<file path="config.mk">
export PLATFORM = sky130hd
export DESIGN_NAME = compute_invocation_id_generator
export DESIGN_NICKNAME = d
export VERILOG_FILES = /design/src/design/cig_pkg.sv /design/src/design/cig_div.sv /design/src/design/cig_fifo.sv /design/src/design/cig_front.sv /design/src/design/cig_back.sv /design/src/design/compute_invocation_id_generator.sv
export SDC_FILE = /design/constraint.sdc
export NUM_CORES = 2
export LEC_CHECK = 0
export ABC_CLOCK_PERIOD_IN_PS = 12400
export BUFFER_PORTS_ARGS = -buffer_cell sky130_fd_sc_hd__buf_2
export CORE_UTILIZATION = 35
export CTS_CLUSTER_SIZE = 10
export DETAILED_ROUTE_END_ITERATION = 6
export GPL_TIMING_DRIVEN = 0
export SLEW_MARGIN = 40
export SYNTH_ARGS = -nofsm -noshare
export SYNTH_HDL_FRONTEND = slang
export SYNTH_SLANG_ARGS = --single-unit
</file>
<file path="constraint.sdc">
create_clock -name clk -period 12.4 [get_ports clk]
set_clock_uncertainty 0.15 [all_clocks]
set_input_delay 2.48 -clock clk [delete_from_list [all_inputs] [get_ports clk]]
set_output_delay 2.48 -clock clk [all_outputs]
set_load 0.02 [all_outputs]
</file>
<file path="src/design/cig_pkg.sv">
// ----------------------------------------------------------------------------
// cig_pkg
// Shared widths, register indexes, state and bundle types, width helpers.
// ----------------------------------------------------------------------------
`default_nettype none

package cig_pkg;

  localparam int LANES_DEF   = 4;
  localparam int GRP_W       = 16;
  localparam int SG_W        = 8;
  localparam int SXY_W       = 11;
  localparam int SZ_W        = 7;
  localparam int LOC_W       = 10;
  localparam int GLB_W       = 32;
  localparam int PXY_W       = GRP_W + SXY_W;
  localparam int PZ_W        = GRP_W + SZ_W;
  localparam int CFG_IDX_W   = 2;
  localparam int CFG_DATA_W  = SXY_W;
  localparam int DIV_STEPS   = 5;
  localparam int QUEUE_DEPTH = 2;

  localparam logic [CFG_IDX_W-1:0] REG_SIZE_X = 2'd0;
  localparam logic [CFG_IDX_W-1:0] REG_SIZE_Y = 2'd1;
  localparam logic [CFG_IDX_W-1:0] REG_SIZE_Z = 2'd2;

  typedef enum logic [1:0] {
    FR_IDLE,
    FR_DIVX,
    FR_DIVY,
    FR_FULL
  } front_state_t;

  typedef struct packed {
    logic [SXY_W-1:0] size_x;
    logic [SXY_W-1:0] size_y;
    logic [SZ_W-1:0]  size_z;
  } cfg_t;

  typedef struct packed {
    logic valid;
    logic full;
  } q_stat_t;

  // linear index width: subgroup number times lanes plus lane
  function automatic int idx_w(input int lanes);
    return SG_W + $clog2(lanes);
  endfunction

  function automatic int lane_w(input int lanes);
    return (lanes > 1) ? $clog2(lanes) : 1;
  endfunction

  // queue word: index, three local IDs, three group products
  function automatic int ent_w(input int lanes);
    return 4 * idx_w(lanes) + 2 * PXY_W + PZ_W;
  endfunction

endpackage

`default_nettype wire

</file>
<file path="src/design/cig_div.sv">
// ----------------------------------------------------------------------------
// cig_div
// Iterative restoring divider, DIV_STEPS quotient bits per cycle.
// ----------------------------------------------------------------------------
`default_nettype none

module cig_div #(
  parameter int DVD_W = 10
) (
  input  logic                      clk,
  input  logic                      rst_n,
  input  logic                      load,
  input  logic [DVD_W-1:0]          dividend,
  input  logic [cig_pkg::SXY_W-1:0] divisor,
  output logic                      done,
  output logic [DVD_W-1:0]          quo,
  output logic [DVD_W-1:0]          rem
);
  import cig_pkg::*;

  localparam int CYC   = (DVD_W + DIV_STEPS - 1) / DIV_STEPS;
  localparam int PAD_W = CYC * DIV_STEPS;
  localparam int REM_W = SXY_W + 1;
  localparam int CNT_W = (CYC > 1) ? $clog2(CYC) : 1;

  logic             busy_r, busy_nxt;
  logic [CNT_W-1:0] cnt_r, cnt_nxt;
  logic [PAD_W-1:0] q_r, q_nxt, q_step;
  logic [REM_W-1:0] rem_r, rem_nxt, rem_step, sh;
  logic [DVD_W-1:0] dvd_r;
  logic [SXY_W-1:0] dsr_r;
  logic             last;

  // one batch of shift-compare-subtract steps
  always_comb begin
    q_step   = q_r;
    rem_step = rem_r;
    sh       = '0;
    for (int s = 0; s < DIV_STEPS; s++) begin
      sh     = {rem_step[REM_W-2:0], q_step[PAD_W-1]};
      q_step = {q_step[PAD_W-2:0], 1'b0};
      if (sh >= {1'b0, dsr_r}) begin
        rem_step  = sh - {1'b0, dsr_r};
        q_step[0] = 1'b1;
      end else begin
        rem_step = sh;
      end
    end
  end

  assign last = busy_r && (cnt_r == CNT_W'(CYC - 1));

  always_comb begin
    busy_nxt = busy_r;
    cnt_nxt  = cnt_r;
    q_nxt    = q_r;
    rem_nxt  = rem_r;
    if (busy_r) begin
      q_nxt   = q_step;
      rem_nxt = rem_step;
      cnt_nxt = cnt_r + CNT_W'(1);
      if (last) begin
        busy_nxt = 1'b0;
      end
    end
  end

  // results show in the finishing cycle and hold afterwards; zero divisor
  // gives quotient zero and hands back the dividend
  assign done = last;
  assign quo  = (dsr_r == '0) ? '0 : DVD_W'(q_nxt);
  assign rem  = (dsr_r == '0) ? dvd_r : DVD_W'(rem_nxt);

  always_ff @(posedge clk) begin
    if (!rst_n) begin
      busy_r <= 1'b0;
      cnt_r  <= '0;
    end else if (load) begin
      busy_r <= 1'b1;
      cnt_r  <= '0;
    end else begin
      busy_r <= busy_nxt;
      cnt_r  <= cnt_nxt;
    end
  end

  always_ff @(posedge clk) begin
    if (load) begin
      q_r   <= PAD_W'(dividend);
      rem_r <= '0;
      dvd_r <= dividend;
      dsr_r <= divisor;
    end else begin
      q_r   <= q_nxt;
      rem_r <= rem_nxt;
    end
  end

endmodule

`default_nettype wire

</file>
<file path="src/design/cig_fifo.sv">
// ----------------------------------------------------------------------------
// cig_fifo
// Small register queue between the decompose front and the lane sequencer.
// ----------------------------------------------------------------------------
`default_nettype none

module cig_fifo #(
  parameter int W     = 8,
  parameter int DEPTH = cig_pkg::QUEUE_DEPTH
) (
  input  logic             clk,
  input  logic             rst_n,
  input  logic             push,
  input  logic [W-1:0]     wr_data,
  input  logic             pop,
  output logic [W-1:0]     rd_data,
  output cig_pkg::q_stat_t stat
);
  import cig_pkg::*;

  localparam int AW = (DEPTH > 1) ? $clog2(DEPTH) : 1;
  localparam int CW = $clog2(DEPTH + 1);

  logic [W-1:0]  mem_r [DEPTH];
  logic [AW-1:0] wr_ptr_r, rd_ptr_r;
  logic [CW-1:0] cnt_r;

  assign rd_data    = mem_r[rd_ptr_r];
  assign stat.valid = (cnt_r != '0);
  assign stat.full  = (cnt_r == CW'(DEPTH));

  always_ff @(posedge clk) begin
    if (!rst_n) begin
      wr_ptr_r <= '0;
      rd_ptr_r <= '0;
      cnt_r    <= '0;
    end else begin
      if (push) begin
        wr_ptr_r <= (wr_ptr_r == AW'(DEPTH - 1)) ? '0 : wr_ptr_r + AW'(1);
      end
      if (pop) begin
        rd_ptr_r <= (rd_ptr_r == AW'(DEPTH - 1)) ? '0 : rd_ptr_r + AW'(1);
      end
      if (push && !pop) begin
        cnt_r <= cnt_r + CW'(1);
      end else if (pop && !push) begin
        cnt_r <= cnt_r - CW'(1);
      end
    end
  end

  always_ff @(posedge clk) begin
    if (push) begin
      mem_r[wr_ptr_r] <= wr_data;
    end
  end

endmodule

`default_nettype wire

</file>
<file path="src/design/cig_front.sv">
// ----------------------------------------------------------------------------
// cig_front
// Accept a subgroup, split its first index into x, y, z by two divisions.
// ----------------------------------------------------------------------------
`default_nettype none

module cig_front #(
  parameter int LANES = cig_pkg::LANES_DEF
) (
  input  logic                                 clk,
  input  logic                                 rst_n,
  input  cig_pkg::cfg_t                        cfg,
  input  logic                                 in_valid,
  output logic                                 in_ready,
  input  logic [cig_pkg::GRP_W-1:0]            in_group_x,
  input  logic [cig_pkg::GRP_W-1:0]            in_group_y,
  input  logic [cig_pkg::GRP_W-1:0]            in_group_z,
  input  logic [cig_pkg::SG_W-1:0]             in_subgroup_number,
  input  cig_pkg::q_stat_t                     q_stat,
  output logic                                 q_push,
  output logic [cig_pkg::ent_w(LANES)-1:0]     q_data
);
  import cig_pkg::*;

  localparam int IDX_W = idx_w(LANES);

  typedef struct packed {
    logic [IDX_W-1:0] idx;
    logic [IDX_W-1:0] lx;
    logic [IDX_W-1:0] ly;
    logic [IDX_W-1:0] lz;
    logic [PXY_W-1:0] px;
    logic [PXY_W-1:0] py;
    logic [PZ_W-1:0]  pz;
  } ent_t;

  front_state_t     st_r, st_nxt;
  logic             accept;
  logic             div_load, div_done;
  logic [IDX_W-1:0] div_dvd, div_quo, div_rem;
  logic [SXY_W-1:0] div_dsr;
  logic [IDX_W-1:0] idx_r, lx_r;
  logic [PXY_W-1:0] px_r, py_r;
  logic [PZ_W-1:0]  pz_r;
  ent_t             ent;

  cig_div #(
    .DVD_W (IDX_W)
  ) u_div (
    .clk      (clk),
    .rst_n    (rst_n),
    .load     (div_load),
    .dividend (div_dvd),
    .divisor  (div_dsr),
    .done     (div_done),
    .quo      (div_quo),
    .rem      (div_rem)
  );

  // first pass: index / size_x gives local x; second: that quotient / size_y
  // gives local y (remainder) and local z (quotient)
  always_comb begin
    st_nxt   = st_r;
    q_push   = 1'b0;
    in_ready = 1'b0;
    div_load = 1'b0;
    div_dvd  = IDX_W'(in_subgroup_number) * IDX_W'(LANES);
    div_dsr  = cfg.size_x;
    unique case (st_r)
      FR_IDLE: begin
        in_ready = 1'b1;
      end
      FR_DIVX: begin
        if (div_done) begin
          div_load = 1'b1;
          div_dvd  = div_quo;
          div_dsr  = cfg.size_y;
          st_nxt   = FR_DIVY;
        end
      end
      FR_DIVY: begin
        if (div_done) begin
          if (!q_stat.full) begin
            q_push   = 1'b1;
            in_ready = 1'b1;
            st_nxt   = FR_IDLE;
          end else begin
            st_nxt = FR_FULL;
          end
        end
      end
      FR_FULL: begin
        if (!q_stat.full) begin
          q_push   = 1'b1;
          in_ready = 1'b1;
          st_nxt   = FR_IDLE;
        end
      end
      default: begin
        st_nxt = FR_IDLE;
      end
    endcase
    accept = in_valid && in_ready;
    if (accept) begin
      div_load = 1'b1;
      st_nxt   = FR_DIVX;
    end
  end

  always_ff @(posedge clk) begin
    if (!rst_n) begin
      st_r <= FR_IDLE;
    end else begin
      st_r <= st_nxt;
    end
  end

  always_ff @(posedge clk) begin
    if (accept) begin
      idx_r <= div_dvd;
      px_r  <= PXY_W'(in_group_x) * PXY_W'(cfg.size_x);
      py_r  <= PXY_W'(in_group_y) * PXY_W'(cfg.size_y);
      pz_r  <= PZ_W'(in_group_z) * PZ_W'(cfg.size_z);
    end
    if ((st_r == FR_DIVX) && div_done) begin
      lx_r <= div_rem;
    end
  end

  assign ent.idx = idx_r;
  assign ent.lx  = lx_r;
  assign ent.ly  = div_rem;
  assign ent.lz  = div_quo;
  assign ent.px  = px_r;
  assign ent.py  = py_r;
  assign ent.pz  = pz_r;
  assign q_data  = ent;

endmodule

`default_nettype wire

</file>
<file path="src/design/cig_back.sv">
// ----------------------------------------------------------------------------
// cig_back
// Walk the lanes of one queued subgroup, one registered result per cycle while the output is not stalled.
// ----------------------------------------------------------------------------
`default_nettype none

module cig_back #(
  parameter int LANES = cig_pkg::LANES_DEF
) (
  input  logic                                clk,
  input  logic                                rst_n,
  input  cig_pkg::cfg_t                       cfg,
  input  cig_pkg::q_stat_t                    q_stat,
  input  logic [cig_pkg::ent_w(LANES)-1:0]    q_data,
  output logic                                q_pop,
  output logic                                out_valid,
  input  logic                                out_ready,
  output logic [cig_pkg::lane_w(LANES)-1:0]   out_lane,
  output logic [cig_pkg::LOC_W-1:0]           out_local_index,
  output logic [cig_pkg::LOC_W-1:0]           out_local_x,
  output logic [cig_pkg::LOC_W-1:0]           out_local_y,
  output logic [cig_pkg::LOC_W-1:0]           out_local_z,
  output logic [cig_pkg::GLB_W-1:0]           out_global_x,
  output logic [cig_pkg::GLB_W-1:0]           out_global_y,
  output logic [cig_pkg::GLB_W-1:0]           out_global_z,
  output logic                                out_active,
  output logic                                out_last_lane
);
  import cig_pkg::*;

  localparam int IDX_W  = idx_w(LANES);
  localparam int LANE_W = lane_w(LANES);
  localparam int CMP_W  = (IDX_W + 1 > SXY_W) ? IDX_W + 1 : SXY_W;
  localparam int AZ_W   = (IDX_W > SZ_W) ? IDX_W : SZ_W;

  typedef struct packed {
    logic [IDX_W-1:0] idx;
    logic [IDX_W-1:0] lx;
    logic [IDX_W-1:0] ly;
    logic [IDX_W-1:0] lz;
    logic [PXY_W-1:0] px;
    logic [PXY_W-1:0] py;
    logic [PZ_W-1:0]  pz;
  } ent_t;

  ent_t              ent;
  logic              busy_r;
  logic [LANE_W-1:0] lane_r;
  logic [IDX_W-1:0]  idx_r, lx_r, ly_r, lz_r;
  logic [IDX_W-1:0]  lx_nxt, ly_nxt, lz_nxt;
  logic [PXY_W-1:0]  px_r, py_r;
  logic [PZ_W-1:0]   pz_r;
  logic              emit, last, wrap_x, wrap_y, active;

  logic              out_valid_r;
  logic [LANE_W-1:0] out_lane_r;
  logic [LOC_W-1:0]  out_idx_r, out_lx_r, out_ly_r, out_lz_r;
  logic [GLB_W-1:0]  out_gx_r, out_gy_r, out_gz_r;
  logic              out_active_r, out_last_r;

  assign ent = q_data;

  assign emit  = busy_r && (!out_valid_r || out_ready);
  assign last  = (lane_r == LANE_W'(LANES - 1));
  assign q_pop = q_stat.valid && (!busy_r || (emit && last));

  // step to the next index: bump x, carry into y, then into z
  assign wrap_x = ((CMP_W'(lx_r) + CMP_W'(1)) == CMP_W'(cfg.size_x));
  assign wrap_y = ((CMP_W'(ly_r) + CMP_W'(1)) == CMP_W'(cfg.size_y));

  always_comb begin
    lx_nxt = lx_r + IDX_W'(1);
    ly_nxt = ly_r;
    lz_nxt = lz_r;
    if (wrap_x) begin
      lx_nxt = '0;
      if (wrap_y) begin
        ly_nxt = '0;
        lz_nxt = lz_r + IDX_W'(1);
      end else begin
        ly_nxt = ly_r + IDX_W'(1);
      end
    end
  end

  // lane is inside the workgroup when its z slice is below size_z
  // and the x-y plane is not empty
  assign active = (cfg.size_x != '0) && (cfg.size_y != '0) &&
                  (AZ_W'(lz_r) < AZ_W'(cfg.size_z));

  always_ff @(posedge clk) begin
    if (!rst_n) begin
      busy_r      <= 1'b0;
      out_valid_r <= 1'b0;
    end else begin
      if (q_pop) begin
        busy_r <= 1'b1;
      end else if (emit && last) begin
        busy_r <= 1'b0;
      end
      if (emit) begin
        out_valid_r <= 1'b1;
      end else if (out_ready) begin
        out_valid_r <= 1'b0;
      end
    end
  end

  always_ff @(posedge clk) begin
    if (q_pop) begin
      lane_r <= '0;
      idx_r  <= ent.idx;
      lx_r   <= ent.lx;
      ly_r   <= ent.ly;
      lz_r   <= ent.lz;
      px_r   <= ent.px;
      py_r   <= ent.py;
      pz_r   <= ent.pz;
    end else if (emit) begin
      lane_r <= lane_r + LANE_W'(1);
      idx_r  <= idx_r + IDX_W'(1);
      lx_r   <= lx_nxt;
      ly_r   <= ly_nxt;
      lz_r   <= lz_nxt;
    end
    if (emit) begin
      out_lane_r   <= lane_r;
      out_idx_r    <= LOC_W'(idx_r);
      out_lx_r     <= LOC_W'(lx_r);
      out_ly_r     <= LOC_W'(ly_r);
      out_lz_r     <= LOC_W'(lz_r);
      out_gx_r     <= GLB_W'(px_r) + GLB_W'(lx_r);
      out_gy_r     <= GLB_W'(py_r) + GLB_W'(ly_r);
      out_gz_r     <= GLB_W'(pz_r) + GLB_W'(lz_r);
      out_active_r <= active;
      out_last_r   <= last;
    end
  end

  assign out_valid       = out_valid_r;
  assign out_lane        = out_lane_r;
  assign out_local_index = out_idx_r;
  assign out_local_x     = out_lx_r;
  assign out_local_y     = out_ly_r;
  assign out_local_z     = out_lz_r;
  assign out_global_x    = out_gx_r;
  assign out_global_y    = out_gy_r;
  assign out_global_z    = out_gz_r;
  assign out_active      = out_active_r;
  assign out_last_lane   = out_last_r;

endmodule

`default_nettype wire

</file>
<file path="src/design/compute_invocation_id_generator.sv">
// ----------------------------------------------------------------------------
// compute_invocation_id_generator
// Expand one subgroup of a workgroup into per-lane local and global IDs.
//
//   channel  dir  handshake              payload
//   in_      in   in_valid / in_ready    group_x, group_y, group_z,
//                                        subgroup_number
//   out_     out  out_valid / out_ready  lane, local_index, local_x/y/z,
//                                        global_x/y/z, active, last_lane
//   cfg_     in   cfg_wr_en              cfg_index, cfg_data (no read-back)
//
// Each subgroup gives LANES results, one per cycle from the lane sequencer
// while the output is not stalled. The front divider makes two passes of
// five quotient bits per cycle and can take the next subgroup as it pushes
// the last one into the queue. Reset sets all three sizes to one and
// empties the queue; there is no clearing pass. A stalled output holds
// its result while the front keeps decomposing into the queue.
// ----------------------------------------------------------------------------
`default_nettype none

module compute_invocation_id_generator #(
  parameter int LANES = cig_pkg::LANES_DEF
) (
  input  logic                                clk,
  input  logic                                rst_n,
  // configuration writes
  input  logic                                cfg_wr_en,
  input  logic [cig_pkg::CFG_IDX_W-1:0]       cfg_index,
  input  logic [cig_pkg::CFG_DATA_W-1:0]      cfg_data,
  // subgroup words in
  input  logic                                in_valid,
  output logic                                in_ready,
  input  logic [cig_pkg::GRP_W-1:0]           in_group_x,
  input  logic [cig_pkg::GRP_W-1:0]           in_group_y,
  input  logic [cig_pkg::GRP_W-1:0]           in_group_z,
  input  logic [cig_pkg::SG_W-1:0]            in_subgroup_number,
  // lane words out
  output logic                                out_valid,
  input  logic                                out_ready,
  output logic [cig_pkg::lane_w(LANES)-1:0]   out_lane,
  output logic [cig_pkg::LOC_W-1:0]           out_local_index,
  output logic [cig_pkg::LOC_W-1:0]           out_local_x,
  output logic [cig_pkg::LOC_W-1:0]           out_local_y,
  output logic [cig_pkg::LOC_W-1:0]           out_local_z,
  output logic [cig_pkg::GLB_W-1:0]           out_global_x,
  output logic [cig_pkg::GLB_W-1:0]           out_global_y,
  output logic [cig_pkg::GLB_W-1:0]           out_global_z,
  output logic                                out_active,
  output logic                                out_last_lane
);
  import cig_pkg::*;

  localparam int ENT_W = ent_w(LANES);

  logic [SXY_W-1:0] size_x_r, size_y_r;
  logic [SZ_W-1:0]  size_z_r;
  cfg_t             cfg;

  q_stat_t          q_stat;
  logic             q_push, q_pop;
  logic [ENT_W-1:0] q_wr_data, q_rd_data;

  // size registers; writes to an unknown index drop silently
  always_ff @(posedge clk) begin
    if (!rst_n) begin
      size_x_r <= SXY_W'(1);
      size_y_r <= SXY_W'(1);
      size_z_r <= SZ_W'(1);
    end else if (cfg_wr_en) begin
      unique case (cfg_index)
        REG_SIZE_X: size_x_r <= cfg_data;
        REG_SIZE_Y: size_y_r <= cfg_data;
        REG_SIZE_Z: size_z_r <= cfg_data[SZ_W-1:0];
        default: begin
        end
      endcase
    end
  end

  assign cfg.size_x = size_x_r;
  assign cfg.size_y = size_y_r;
  assign cfg.size_z = size_z_r;

  // front: accept and decompose the subgroup's first index
  cig_front #(
    .LANES (LANES)
  ) u_front (
    .clk                (clk),
    .rst_n              (rst_n),
    .cfg                (cfg),
    .in_valid           (in_valid),
    .in_ready           (in_ready),
    .in_group_x         (in_group_x),
    .in_group_y         (in_group_y),
    .in_group_z         (in_group_z),
    .in_subgroup_number (in_subgroup_number),
    .q_stat             (q_stat),
    .q_push             (q_push),
    .q_data             (q_wr_data)
  );

  // queue: lets the front run ahead while the output stalls
  cig_fifo #(
    .W     (ENT_W),
    .DEPTH (QUEUE_DEPTH)
  ) u_fifo (
    .clk     (clk),
    .rst_n   (rst_n),
    .push    (q_push),
    .wr_data (q_wr_data),
    .pop     (q_pop),
    .rd_data (q_rd_data),
    .stat    (q_stat)
  );

  // back: advance lane by lane, carry the local IDs incrementally
  cig_back #(
    .LANES (LANES)
  ) u_back (
    .clk             (clk),
    .rst_n           (rst_n),
    .cfg             (cfg),
    .q_stat          (q_stat),
    .q_data          (q_rd_data),
    .q_pop           (q_pop),
    .out_valid       (out_valid),
    .out_ready       (out_ready),
    .out_lane        (out_lane),
    .out_local_index (out_local_index),
    .out_local_x     (out_local_x),
    .out_local_y     (out_local_y),
    .out_local_z     (out_local_z),
    .out_global_x    (out_global_x),
    .out_global_y    (out_global_y),
    .out_global_z    (out_global_z),
    .out_active      (out_active),
    .out_last_lane   (out_last_lane)
  );

endmodule

`default_nettype wire

</file>
* Word-level counts from Yosys, hierarchy flattened
Memories as Yosys holds them, arrays and structs flattened. A register that Yosys moved wholly into a read port is not among the register bits.
Cells that the tools add are included.
** Cells by class
- $add $sub $neg :: 20
- Multiply operators :: 3
- Magnitude comparators :: 6
- Eq/ne operators :: 15
- Multiplexer cells :: 60
- Bitwise gates (word level) :: 1
- Reduce and logical (&&, ||, !) cells :: 39
** Operator list (number)
- 10-bit two-way mux :: 20
- 11-bit two-way mux :: 7
- 12-bit by 11-bit >= comparator with 1-bit output :: 5
- 27-bit by 10-bit adder with 28-bit output :: 2
- 11-bit subtractor :: 5
- 16-bit by 11-bit multiplier with 27-bit output :: 2
- 10-bit by 1-bit adder with 10-bit output (second input constant) :: 4
- 23-bit by 10-bit adder with 24-bit output :: 1
- 1-bit two-way mux :: 24
- 16-bit by 7-bit multiplier with 23-bit output :: 1
- 10-bit by 1-bit adder with 11-bit output (second input constant) :: 2
- 11-bit equality test :: 2
- 11-bit nonzero test :: 2
- 2-bit nonzero test :: 7
- 2-bit two-way mux :: 6
- 11-bit zero test :: 1
- 2-bit equality test (second input constant) :: 5
- 1-bit logical AND :: 10
- 10-bit by 7-bit < comparator with 1-bit output :: 1
- 2-bit AND reduction :: 4
- 4-bit AND reduction :: 2
- 3-bit by 1-bit != test with 1-bit output (second input constant) :: 2
- 2-bit one-hot mux with 3 select lines :: 1
- 2-bit by 1-bit adder with 2-bit output (second input constant) :: 2
- other kinds (16) :: 26
** Word-level totals
- Flip-flop bits (word level) :: 437
- RAM bits :: 234
- Bits of input ports :: 74
- Output and inout port bits :: 142
- Word-level logic and storage cells :: 185
- Memories :: 1
** Memory list
- u_fifo.mem_r :: words 2, bits a word 117, rd ports 1, clocked after memory_dff 1, wr ports 1, line cig_fifo.sv:24 : logic [W-1:0] mem_r [DEPTH];

* Logic depth before layout (Yosys ltp)
- Word-level depth :: 15
- Depth in mapped cells :: 55
- Depth with buffers taken out :: 49

* Cells and area by module
A second synthesis with hierarchy kept.
** Second synthesis, totals
- Cells, all modules :: 3955
- Area, all modules :: 44726.6 um2
** Modules (own cells, without submodules)
- cig_front :: times used 1, cells an instance 1971, area each 18303.8 um2, sequential area each 2952.8 um2
- cig_back :: times used 1, cells an instance 842, area each 11293.3 um2, sequential area each 7317.0 um2
- cig_fifo :: times used 1, cells an instance 386, area each 8773.4 um2, sequential area each 7126.8 um2
- cig_div :: times used 1, cells an instance 648, area each 5255.0 um2, sequential area each 1091.0 um2
- compute_invocation_id_generator :: times used 1, cells an instance 108, area each 1101.1 um2, sequential area each 580.6 um2

* Worst setup path after synthesis
No wires, ideal clock.
- Path kind :: register to register
- From :: register u_front.u_div.dsr_r[0]
- To :: memory u_fifo.mem_r[0][88] (netlist name), data pin
- Setup time :: 0.269 ns
- Data arrival time :: 10.962 ns
- Required time :: 11.981 ns
- Path slack :: 1.019 ns
- Cell stages (with the launch flop) :: 52
- Buffers on the path :: 6
- Period minus slack after synthesis :: 11.381 ns
- Cells stage by stage :: edfxtp_1 -> ha_1 -> fa_1 -> nand2b_1 -> a211oi_2 -> o31ai_1 -> and4_1 -> buf_4 -> clkbuf_1 -> mux2i_1 -> fa_1 -> a21o_1 -> a221oi_2 -> a21oi_1 -> a41oi_2 -> o211ai_2 -> clkbuf_1 -> o21ai_0 -> [16 not listed] -> a21oi_1 -> o211a_4 -> buf_2 -> mux2i_1 -> fa_1 -> a21o_1 -> a21oi_1 -> o21ai_0 -> a21oi_1 -> o21ai_0 -> o221ai_1 -> a21oi_1 -> a31o_2 -> mux2_4 -> buf_6 -> buf_6 -> nor3b_1 -> o31ai_1
** Between the ends
- Longest elaborated chain between the ends :: 12
- Elaborated cells between the ends (all ways) :: 18
- Those cells by class :: 5 x add/sub; 5 x order compare; 7 x mux; 1 x reduce/logical
** Ends and longest elaborated chain
- from (decl) :: line cig_div.sv:31 : logic [SXY_W-1:0] dsr_r;
- from (signal assigned) :: line cig_div.sv:92 : dsr_r <= divisor;
- 11-bit subtractor or 12-bit by 11-bit >= comparator with 1-bit output (tied branches) :: line cig_div.sv:43, cig_div.sv:42
- 11-bit two-way mux :: line cig_div.sv:42 : if (sh >= {1'b0, dsr_r}) begin
- 11-bit subtractor or 12-bit by 11-bit >= comparator with 1-bit output (tied branches) :: line cig_div.sv:43, cig_div.sv:42
- 11-bit two-way mux :: line cig_div.sv:42
- 11-bit subtractor or 12-bit by 11-bit >= comparator with 1-bit output (tied branches) :: line cig_div.sv:43, cig_div.sv:42
- 11-bit two-way mux :: line cig_div.sv:42
- 12-bit by 11-bit >= comparator with 1-bit output or 11-bit subtractor (tied branches) :: line cig_div.sv:42, cig_div.sv:43
- 11-bit two-way mux :: line cig_div.sv:42
- 11-bit subtractor or 12-bit by 11-bit >= comparator with 1-bit output (tied branches) :: line cig_div.sv:43, cig_div.sv:42
- 11-bit two-way mux :: line cig_div.sv:42
- 10-bit two-way mux :: line cig_div.sv:58 : if (busy_r) begin
- 10-bit two-way mux * :: line cig_div.sv:72 : assign rem = (dsr_r == '0) ? dvd_r : DVD_W'(rem_nxt);
- net q_wr_data[88] :: line compute_invocation_id_generator.sv:61 : logic [ENT_W-1:0] q_wr_data, q_rd_data;
- to (decl) :: line cig_fifo.sv:24
The timed path passes the listed nets; every way through them passes the cells marked *.

* Final worst setup path
- From :: register u_front.u_div.dsr_r[1]
- To :: memory u_fifo.mem_r[0][96] (netlist name), data pin
** Between the ends
- Longest elaborated chain between the ends :: 12
- Elaborated cells between the ends (all ways) :: 18
- Those cells by class :: 5 x add/sub; 5 x order compare; 7 x mux; 1 x reduce/logical
** Ends and longest elaborated chain (line)
- 11-bit subtractor or 12-bit by 11-bit >= comparator with 1-bit output (tied branches) :: cig_div.sv:43, cig_div.sv:42
- 11-bit two-way mux :: cig_div.sv:42
- 11-bit subtractor or 12-bit by 11-bit >= comparator with 1-bit output (tied branches) :: cig_div.sv:43, cig_div.sv:42
- 11-bit two-way mux :: cig_div.sv:42
- 11-bit subtractor or 12-bit by 11-bit >= comparator with 1-bit output (tied branches) :: cig_div.sv:43, cig_div.sv:42
- 11-bit two-way mux :: cig_div.sv:42
- 11-bit subtractor or 12-bit by 11-bit >= comparator with 1-bit output (tied branches) :: cig_div.sv:43, cig_div.sv:42
- 11-bit two-way mux :: cig_div.sv:42
- 11-bit subtractor or 12-bit by 11-bit >= comparator with 1-bit output (tied branches) :: cig_div.sv:43, cig_div.sv:42
- 11-bit two-way mux :: cig_div.sv:42
- 10-bit two-way mux :: cig_div.sv:58
- 10-bit two-way mux * :: cig_div.sv:72
- net q_wr_data[96] :: compute_invocation_id_generator.sv:61
Marks and branches as above.

==> reports/metrics.csv <==
stage,metric,value,unit
synthesis,synth_cells,3687,
clock_network,cts_buffers,80,
synthesis,yosys.area.top_type,edfxtp_1,
finish,fillers,11500,
clock_network,cts_hold_buf,0,
global_route,grt_first_pass_wirelength,163000,µm
setup_path,r2r-start,u_front.u_div.dsr_r[1],
clock_network,cts.sink_count,656,
worst_hold_path,hp-class,reg2reg,
timing,max_slew_margin,44.2,%
die,ios,216,
clock_network,clk_pin_slew,0.06,ns
timing,hold_ws,0.274,ns
routing,avgViaCountPerCell,4.96,
global_route,antenna_found_initial,16,
synthesis,synth-seq-cells,656,
timing,final_hold_viol_count,0,
routing,drcViolationCount,0,
synthesis,synth_edf_count,593,
finish,area_growth,15.2,%
setup_path,crit_path_start_kind,flop,
synthesis,yosys-top-cells-area,"edfxtp_1 42%, fa_1 15%, ha_1 7.8%",
job,drv_cap,0,
routing,wirelength,107000,µm
setup_path,reg2regPathDepth,48,
setup_path,rrSetupSlack,0.34,ns
global_route,grt_pass1_vias,28400,
setup_path,slowest_delay,0.62,ns
synthesis,ys_warn_count,0,
clock_network,root_buffer,clkbuf_16,
finish,regArea,19100,µm²
routing,drt_iter0_markers,1905,
routing,ant_nets,0,
synthesis,ys_types,81,
worst_hold_path,min_from,u_front.px_r[10],
finish,multiInputGateArea,22000,µm²
finish,layout-drive-gt1-share,13.9,%
setup_path,endpoint_kind,flop,
synthesis,yosysSeqAreaShare,44.5,%
die,dieArea,124000,µm²
setup_path,path_class,reg2reg,
place,post-dp-hpwl,83200,µm
die,num_rows,127,
clock_network,htreeDepth,3,
die,chipHeight,352,µm
worst_hold_path,hold_path_depth,0,
synthesis,async_flop_share,0,%
setup_path,worstPathArrival,12.40,ns
setup_path,r2r_end,u_fifo.mem_r[0][96],
clock_network,clock_path_buffers,3,
die,coreArea,121000,µm²
routing,vias,28300,
place,gp_congestion,0.905,
worst_hold_path,min_to,u_fifo.mem_r[0][60],
finish,fin_nets,4704,
routing,detail_route.wl_per_cell,18.7,µm
timing,fin_crit_sh,97.3,%
place,io_buffers,198,
routing,firstDrtPassIters,5,
synthesis,synth_flop_cell,edfxtp_1,
die,die_w,352,µm
timing,drv_slew,0,
clock_network,tritoncts,yes,
die,start_util,35.5,%
timing,finalSetupViolCount,0,
synthesis,synth_top_area_share,41.6,%
timing,fin_crit,12.06,ns
global_route,global_route.usage.total,17.3,%
clock_network,insertion_delay,0.66,ns
synthesis,syn_area_per_cell,11.6,µm²
setup_path,worstPathRequired,12.74,ns
global_route,grt_max_degree,64,
synthesis,syn_area,42800,µm²
timing,worst_pin_slew,0.830,ns
run_status,status,"finished, final reports clean",
global_route,grt_overflow,0,
timing,max_freq,82.9,MHz
setup_path,slowest_stage,or4b_2,
setup_path,cp_max_fo,10,
[worst max-delay path: cells and delay by family, from the launching register on]
kind	cells	cell delay (ns)
buf+inv	4	0.75
fa+ha+maj	5	1.82
flops	1	0.58
simple gates	10	2.37
compound gates	25	5.34
mux	4	0.87
[worst max path at each step]
stage	startpoint	endpoint	slack, ns	cells after the start
final	u_front.u_div.dsr_r[1]	u_fifo.mem_r[0][96]	0.34	48
after detailed placement	u_front.u_div.dsr_r[5]	u_front.lx_r[8]	-1.37	50
after floorplan	u_front.u_div.dsr_r[0]	u_fifo.mem_r[0][88]	1.02	51
after global placement	u_fifo.cnt_r[0]	u_fifo.mem_r[0][75]	-3.00	2
after CTS	u_front.u_div.dsr_r[0]	u_fifo.mem_r[1][88]	0.02	51
after global routing	u_front.u_div.dsr_r[1]	u_front.lx_r[9]	-0.14	49
[repair_timing]
item	CTS	global route
resized for setup	33	50
endpoints found under the setup margin	46	46
buffers inserted	8	15
hold endpoints to repair	0	0
pin swaps	7	16
[synth_stat cells, types with 68 or more instances]
master and count:
a21oi_1 115, and2_1 179, clkbuf_1 125, edfxtp_1 593, fa_1 327, ha_1 268
inv_1 394, mux2_2 100, mux2i_1 92, nand2_1 443, nor2_1 154, o21ai_0 110
xnor2_1 138, xor2_1 68
[sequential cells by signal, indices dropped and copies added, names as in the netlist, 11 cells and up, named ones only]
signal and flops:
size_x_r 11, size_y_r 11, u_back.out_global_z 24, u_front.u_div.dsr_r 11, u_back.pz_r 23, u_back.px_r 27
u_fifo.mem_r 234, u_back.out_global_x 28, u_front.px_r 27, u_front.u_div.rem_r 11, u_back.py_r 27, u_front.pz_r 23
u_back.out_global_y 28, u_front.py_r 27
[kinds of logic (layout without fill, tap and decap cells)]
logic type                 Yosys count  after routing  synth area share (%)
AOI/OAI and AO/OA                  431            431                  6.47
xor gates and xnor gates           206            206                  4.21
adders and majority gates          595            595                  23.1
buffers and inverters              550            938                  5.01
DFF                                656            656                  44.5
muxes                              194            194                  4.85
other                                1             21               0.00876
and+or+nand+nor                   1054           1054                  11.8
[final cells by class]
| cell class | count | area share [%] |
|---|---|---|
| diodes | 5 | 0.0254 |
| plain buffers | 156 | 1.42 |
| clock buffers | 121 | 4.52 |
| clock inverters | 16 | 0.505 |
| inverters | 394 | 3.04 |
| multi-input cells | 2496 | 44.6 |
| flip-flops and latches | 656 | 38.7 |
| well taps | 1612 | 4.09 |
| repair buffers | 251 | 3.15 |
[per-layer routing]
| metal | part of all wire, % | track usage [%] |
|---|---|---|
| met5 | 0.032 | 0 |
| met4 | 1.9 | 4.16 |
| met3 | 6.1 | 2.62 |
| met2 | 48 | 28.7 |
| met1 | 44 | 23.6 |
[layout by cell type, fill, tap and decap left out, drive strengths merged, types with 111 or more instances in the layout]
cell type and count:
edfxtp 593, nand2 443, inv 394, fa 327, buf 283, ha 268
clkbuf 245, and2 179, nor2 154, xnor2 138, a21oi 116, o21ai 111
[through the flow]
stage                     TNS (ns)  area [µm²]  setup slack (ns)  util, %  cells
final                            0       49300             0.341     40.9   5707
after global routing         -1.48       49300            -0.141     40.9   5703
after CTS                        0       49000            0.0206     40.6   5687
after detailed placement    -54.46       46300             -1.37     38.4   5542
after global placement     -403.59       45900             -3.00     38.0   5512
after floorplan                  0       42900              1.02        -   3702
Power is left out: the tool's default activity adds up to more than one toggle a clock period on the data nets, which glitch-free logic cannot reach.
